--- src/hdl/keyframe_vector_interpolator_core_macros.svh ---
// Assertion macros for the keyframe vector interpolator core.
`ifndef KEYFRAME_VECTOR_INTERPOLATOR_CORE_MACROS_SVH
`define KEYFRAME_VECTOR_INTERPOLATOR_CORE_MACROS_SVH

// Same-cycle implication, sampled on i_clk, off during reset.
`define KVI_ASSERT_SAME(lbl, ante, cons, msg) \
    lbl: assert property (@(posedge i_clk) disable iff (!i_rst_n) (ante) |-> (cons)) \
        else $error(msg);

// Next-cycle implication, sampled on i_clk, off during reset.
`define KVI_ASSERT_NEXT(lbl, ante, cons, msg) \
    lbl: assert property (@(posedge i_clk) disable iff (!i_rst_n) (ante) |=> (cons)) \
        else $error(msg);

`endif

--- src/hdl/kvi_pkg.sv ---
// Shared types and constants for the keyframe vector interpolator.
`timescale 1ns / 1ps

package kvi_pkg;

    localparam int MAX_KEYS  = 64;
    localparam int IDX_W     = $clog2(MAX_KEYS);
    localparam int CNT_W     = $clog2(MAX_KEYS + 1);
    localparam int TIME_W    = 17;
    localparam int VAL_W     = 32;
    localparam int STATUS_W  = 2;
    localparam int DIFF_W    = VAL_W + 1;
    localparam int PROD_W    = DIFF_W + TIME_W + 1;
    localparam int FRAC_W    = 16;
    localparam int DIV_STEPS = TIME_W;
    localparam int DIV_CNT_W = $clog2(DIV_STEPS);
    localparam int MATH_LAT  = 3;

    // input tdata layout
    localparam int IN_IDX_LO  = 0;
    localparam int IN_TIME_LO = IN_IDX_LO + IDX_W;
    localparam int IN_X_LO    = IN_TIME_LO + TIME_W;
    localparam int IN_Y_LO    = IN_X_LO + VAL_W;
    localparam int IN_Z_LO    = IN_Y_LO + VAL_W;
    localparam int IN_Q_LO    = IN_Z_LO + VAL_W;
    localparam int IN_DATA_W  = ((IN_Q_LO + TIME_W + 7) / 8) * 8;
    localparam int OUT_DATA_W = 3 * VAL_W;

    localparam logic CMD_LOAD  = 1'b0;
    localparam logic CMD_QUERY = 1'b1;

    localparam logic [STATUS_W-1:0] STAT_INTERP = 2'd0;
    localparam logic [STATUS_W-1:0] STAT_LAST   = 2'd1;
    localparam logic [STATUS_W-1:0] STAT_EMPTY  = 2'd2;

    localparam logic REG_KEY_COUNT = 1'b0;

    typedef enum logic [2:0] {
        ST_IDLE,
        ST_SCAN,
        ST_FETCH,
        ST_DIV,
        ST_MATH,
        ST_DONE
    } t_state;

    typedef struct packed {
        logic signed [VAL_W-1:0] x;
        logic signed [VAL_W-1:0] y;
        logic signed [VAL_W-1:0] z;
    } t_vec;

    typedef struct packed {
        logic              en;
        logic [IDX_W-1:0]  idx;
        logic [TIME_W-1:0] tm;
        t_vec              val;
    } t_key_wr;

    typedef struct packed {
        logic             en;
        logic [IDX_W-1:0] a_addr;
        logic [IDX_W-1:0] b_addr;
    } t_val_rd;

endpackage

--- src/hdl/kvi_divider.sv ---
// Restoring divider, one quotient bit per cycle, for the Q1.16 blend factor.
`timescale 1ns / 1ps

module kvi_divider
    import kvi_pkg::*;
(
    input  logic              i_clk,
    input  logic              i_rst_n,
    input  logic              i_start,
    input  logic [TIME_W-1:0] i_num,
    input  logic [TIME_W-1:0] i_den,
    output logic              o_busy,
    output logic [TIME_W-1:0] o_quo
);

    logic                 r_busy;
    logic [DIV_CNT_W-1:0] r_cnt;
    logic [TIME_W:0]      r_rem;
    logic [TIME_W-1:0]    r_den;
    logic [TIME_W-1:0]    r_quo;

    logic                 ge;
    logic [TIME_W:0]      rem_sel;

    // num <= den, so the quotient fits TIME_W bits and the remainder stays below twice den
    always_comb begin
        ge      = r_rem >= {1'b0, r_den};
        rem_sel = ge ? (r_rem - {1'b0, r_den}) : r_rem;
    end

    always_ff @(posedge i_clk) begin
        if (!i_rst_n) begin
            r_busy <= 1'b0;
            r_cnt  <= '0;
        end else if (i_start) begin
            r_busy <= 1'b1;
            r_cnt  <= '0;
        end else if (r_busy) begin
            r_cnt <= r_cnt + 1'b1;
            if (r_cnt == DIV_CNT_W'(DIV_STEPS - 1)) begin
                r_busy <= 1'b0;
            end
        end
    end

    always_ff @(posedge i_clk) begin
        if (i_start) begin
            r_rem <= {1'b0, i_num};
            r_den <= i_den;
            r_quo <= '0;
        end else if (r_busy) begin
            r_rem <= {rem_sel[TIME_W-1:0], 1'b0};
            r_quo <= {r_quo[TIME_W-2:0], ge};
        end
    end

    assign o_busy = r_busy;
    assign o_quo  = r_quo;

endmodule

--- config.mk ---
export PLATFORM = sky130hd
export DESIGN_NAME = kvi_divider
export DESIGN_NICKNAME = d
export VERILOG_FILES = /design/src/hdl/keyframe_vector_interpolator_core_macros.svh /design/src/hdl/kvi_pkg.sv /design/src/hdl/kvi_divider.sv
export SDC_FILE = /design/constraint.sdc
export NUM_CORES = 1
export LEC_CHECK = 0
export ABC_AREA = 1
export BUFFER_PORTS_ARGS = -buffer_cell sky130_fd_sc_hd__buf_2
export CORE_MARGIN = 1
export CORE_UTILIZATION = 55
export CTS_BUF_LIST = sky130_fd_sc_hd__clkbuf_4
export DETAILED_ROUTE_END_ITERATION = 12
export GPL_ROUTABILITY_DRIVEN = 0
export PLACE_DENSITY = 0.78
export SLEW_MARGIN = 20
export SYNTH_ARGS = -nofsm -noshare
export SYNTH_HDL_FRONTEND = slang
export SYNTH_SLANG_ARGS = --single-unit
--- constraint.sdc ---
create_clock -name i_clk -period 2.7 [get_ports i_clk]
set_input_delay 0.27 -clock i_clk [delete_from_list [all_inputs] [get_ports i_clk]]
set_output_delay 0.27 -clock i_clk [all_outputs]
set_load 0.01 [all_outputs]
==> reports/results.txt <==
Top-Level Pins: 55
Post-synthesis sequential area ratio: 42.1%
Main combinational cell family by area after synthesis: simple AND/OR/NAND/NOR gates
NetSw: 0.00116 W
EDFF count, synth: 34
Unrepaired setup endpoints after global routing: false
Synth Instances: 454
CP endpoint kind: flip-flop
Clock Skew: 0.00747 ns
Resized cells post-CTS: 0
Pin slew with the least headroom to its limit: 0.708 ns
Height of the die: 82.5 um
Tmin final: 2.27 ns
TritonCTS Buffers: 9
Highest routed metal layer: met4
Met2 WL: 3.69 mm
Clk buf depth: 2
Status: finished clean
Nets: 571
Synth Area in XOR/XNOR: 1.72%
Top_reg_cell synth: edfxtp_1
Core Rows: 28
Crit-path max FO: 18
Vias in the first global route: 2907
Static leakage: 2.01 nW
Initial antenna violation count: 0
Root Buffer: clkbuf_4
GRT Total Usage: 24.6%
# H-tree levels: 3
Adder-cell share of the synthesized area: 7.23%
Synthesized area: 0.00356 mm^2
Max cap viols: 0
TritonCTS clock tree: built
Internal Power: 0.00168 W
Mapped Avg Cell Area: 7.85 um^2
Final Hold Viols: 0
Compound-gate portion of the synthesized area: 6.00%
Fin crit share: 84.1%
Number of iterations in the first detailed-routing pass: 5
Fmax: 440 MHz
Commonest non-fill, non-tap cell in the layout: nand2_1
DR vias/cell: 5.23
Dpl cell area: 0.00389 mm^2
First-pass GRT wire length: 12.5 mm
Clock Latency Late Sink: 0.41 ns
Final ANT Viol Nets: 0
Clock slew seen by the registers of the worst setup and hold paths: 0.11 ns
Max IR drop VDD: 0.000335 V
Layout cells sized above 1: 20.6%
Clock sink count: 58
Syn nets: 511
Inserted Diodes: 0
Vias: 3106
Synthesized flop and latch total: 58
Post-route cell area: 0.00400 mm^2
Placeable Area: 0.00610 mm^2
Crit-path max cell delay: 0.44 ns
Distinct cells, synth: 35
Sequential Power Share: 38.8%
Comb pwr share: 42.3%
Met1 WL: 3.44 mm
Clock power share: 18.9%
Async S/R FF share, synth: 0%
Total global routing overflow: 0
Pwr dens: 711 mW/mm^2
Setup Viol. Count Final: 0
HPWL Detailed: 5.70 mm
Starting DRT DRC Count: 153
Setup TNS: 0 ns
Sw frac: 40.8%
Post-CTS Setup Inserts: 0
Post-Synth Simple-Gate Area: 32.0%
CP Data Required Time: 2.87 ns
WP data arrival: 2.44 ns
Post-synthesis mux area share: 0%
WL met3: 452 um
Worst slew margin: 52.5%
CP cell instances: ha_1, nand2_2, nor2_4, nand3_2, nand3_2, nand3_4, nand2_8, nand2_1, nand3_1, nand2_1
Detailed Route WL: 7.75 mm
I/O Buffers: 54
Startpoint types: flip-flop
Die Wd: 82.5 um
CP max-delay cell: ha_1
Most frequent cells in the layout: nand2_1 (138), inv_1 (77), buf_2 (54)
Yosys Warn Count: 0
Worst Hold Class: in -> reg
Filler cells: 548
Area delta synth->final: 12.2%
WS Path Type: reg -> reg
Routed len/inst: 13.0 um
Largest net degree at the start of global routing: 30
CTS Hold Bufs: 0
Die Area: 0.00680 mm^2
Max Transition Viols Final: 0
Initial core utilization: 58.5%
Drt drc: 0
final timing paths:
path | start | slack [ns] | cells after the start | end
hold / removal | i_den[11] | 0.03 | 1 | r_den[11]
setup reg to reg | r_rem[2] | 0.43 | 10 | r_rem[10]
hold reg to reg | r_cnt[4] | 0.47 | 1 | r_cnt[4]
setup / recovery | r_rem[2] | 0.43 | 10 | r_rem[10]
per-stage QoR:
step	setup slack (ns)	power, W	hold WS [ns]	utilization, %	cells
3_5_place_dp	0.467	0.00231	0.449	63.8	578
5_1_grt	0.255	0.00305	0.00407	65.6	594
4_1_cts	0.446	0.00285	0.00264	65.6	594
6_report	0.429	0.00284	0.0254	65.6	594
2_1_floorplan	0.751	0.00210	0.369	-	454
3_3_place_gp	0.511	0.00228	0.435	63.8	578
layout make-up:
type                    instances  area, um^2  share of cell area [%]
multi-input cells             302        1670                    41.9
clock buffers                   9        67.6                    1.69
flip-flops and latches         58        1500                    37.6
repair buffers                 58         300                    7.51
clock inverters                 7        41.3                    1.03
well taps                      75        93.8                    2.35
inverters                      85         319                    7.98
sequential cells by signal, indices dropped and copies added, names as in the netlist:
register,flops
r_rem,18
o_busy,1
r_den,17
r_cnt,5
o_quo,17
metal layers:
layer	vias to the layer above	track usage (%)
met3	14	3.96
met5	-	0
met2	103	42.2
met1	1416	30.2
li1	1573	-
met4	0	11.7
Yosys cell counts, types with 3 or more instances:
master	instances	area, um^2
nor2_1	17	63.8
a21oi_1	13	65.1
edfxtp_1	34	1020
nand3b_1	20	150
nand2_2	17	106
ha_1	19	238
nor2_2	3	18.8
nand4_1	4	25.0
o22ai_1	15	93.8
xnor2_1	5	43.8
inv_1	77	289
nor3_1	3	15.0
inv_2	6	22.5
buf_2	3	15.0
nand3_1	26	130
nand2_1	138	518
dfxtp_1	24	480
nor2_4	3	33.8
o21ai_0	5	25.0
logic make-up after synthesis:
family          count (synthesis)
simple gates                  238
buf+inv                        94
flops                          58
compound gates                 37
fa+ha+maj                      20
xor+xnor                        7
worst max-delay path: cells and delay by family (launching register included):
kind / cells / cell delay (ns)
simple gates: 9 / 1.17
fa+ha+maj: 1 / 0.44
flops: 1 / 0.41
power by group through the flow:
stage,combinational (W),sequential [W],clock [W]
detailed placement,0.00118,0.00112,0
global placement,0.00116,0.00112,0
global route,0.00135,0.00111,0.000588
finish,0.00120,0.00110,0.000538
floorplan,0.000989,0.00111,0
CTS,0.00119,0.00110,0.000553
Power figures use the tool's default switching activity.
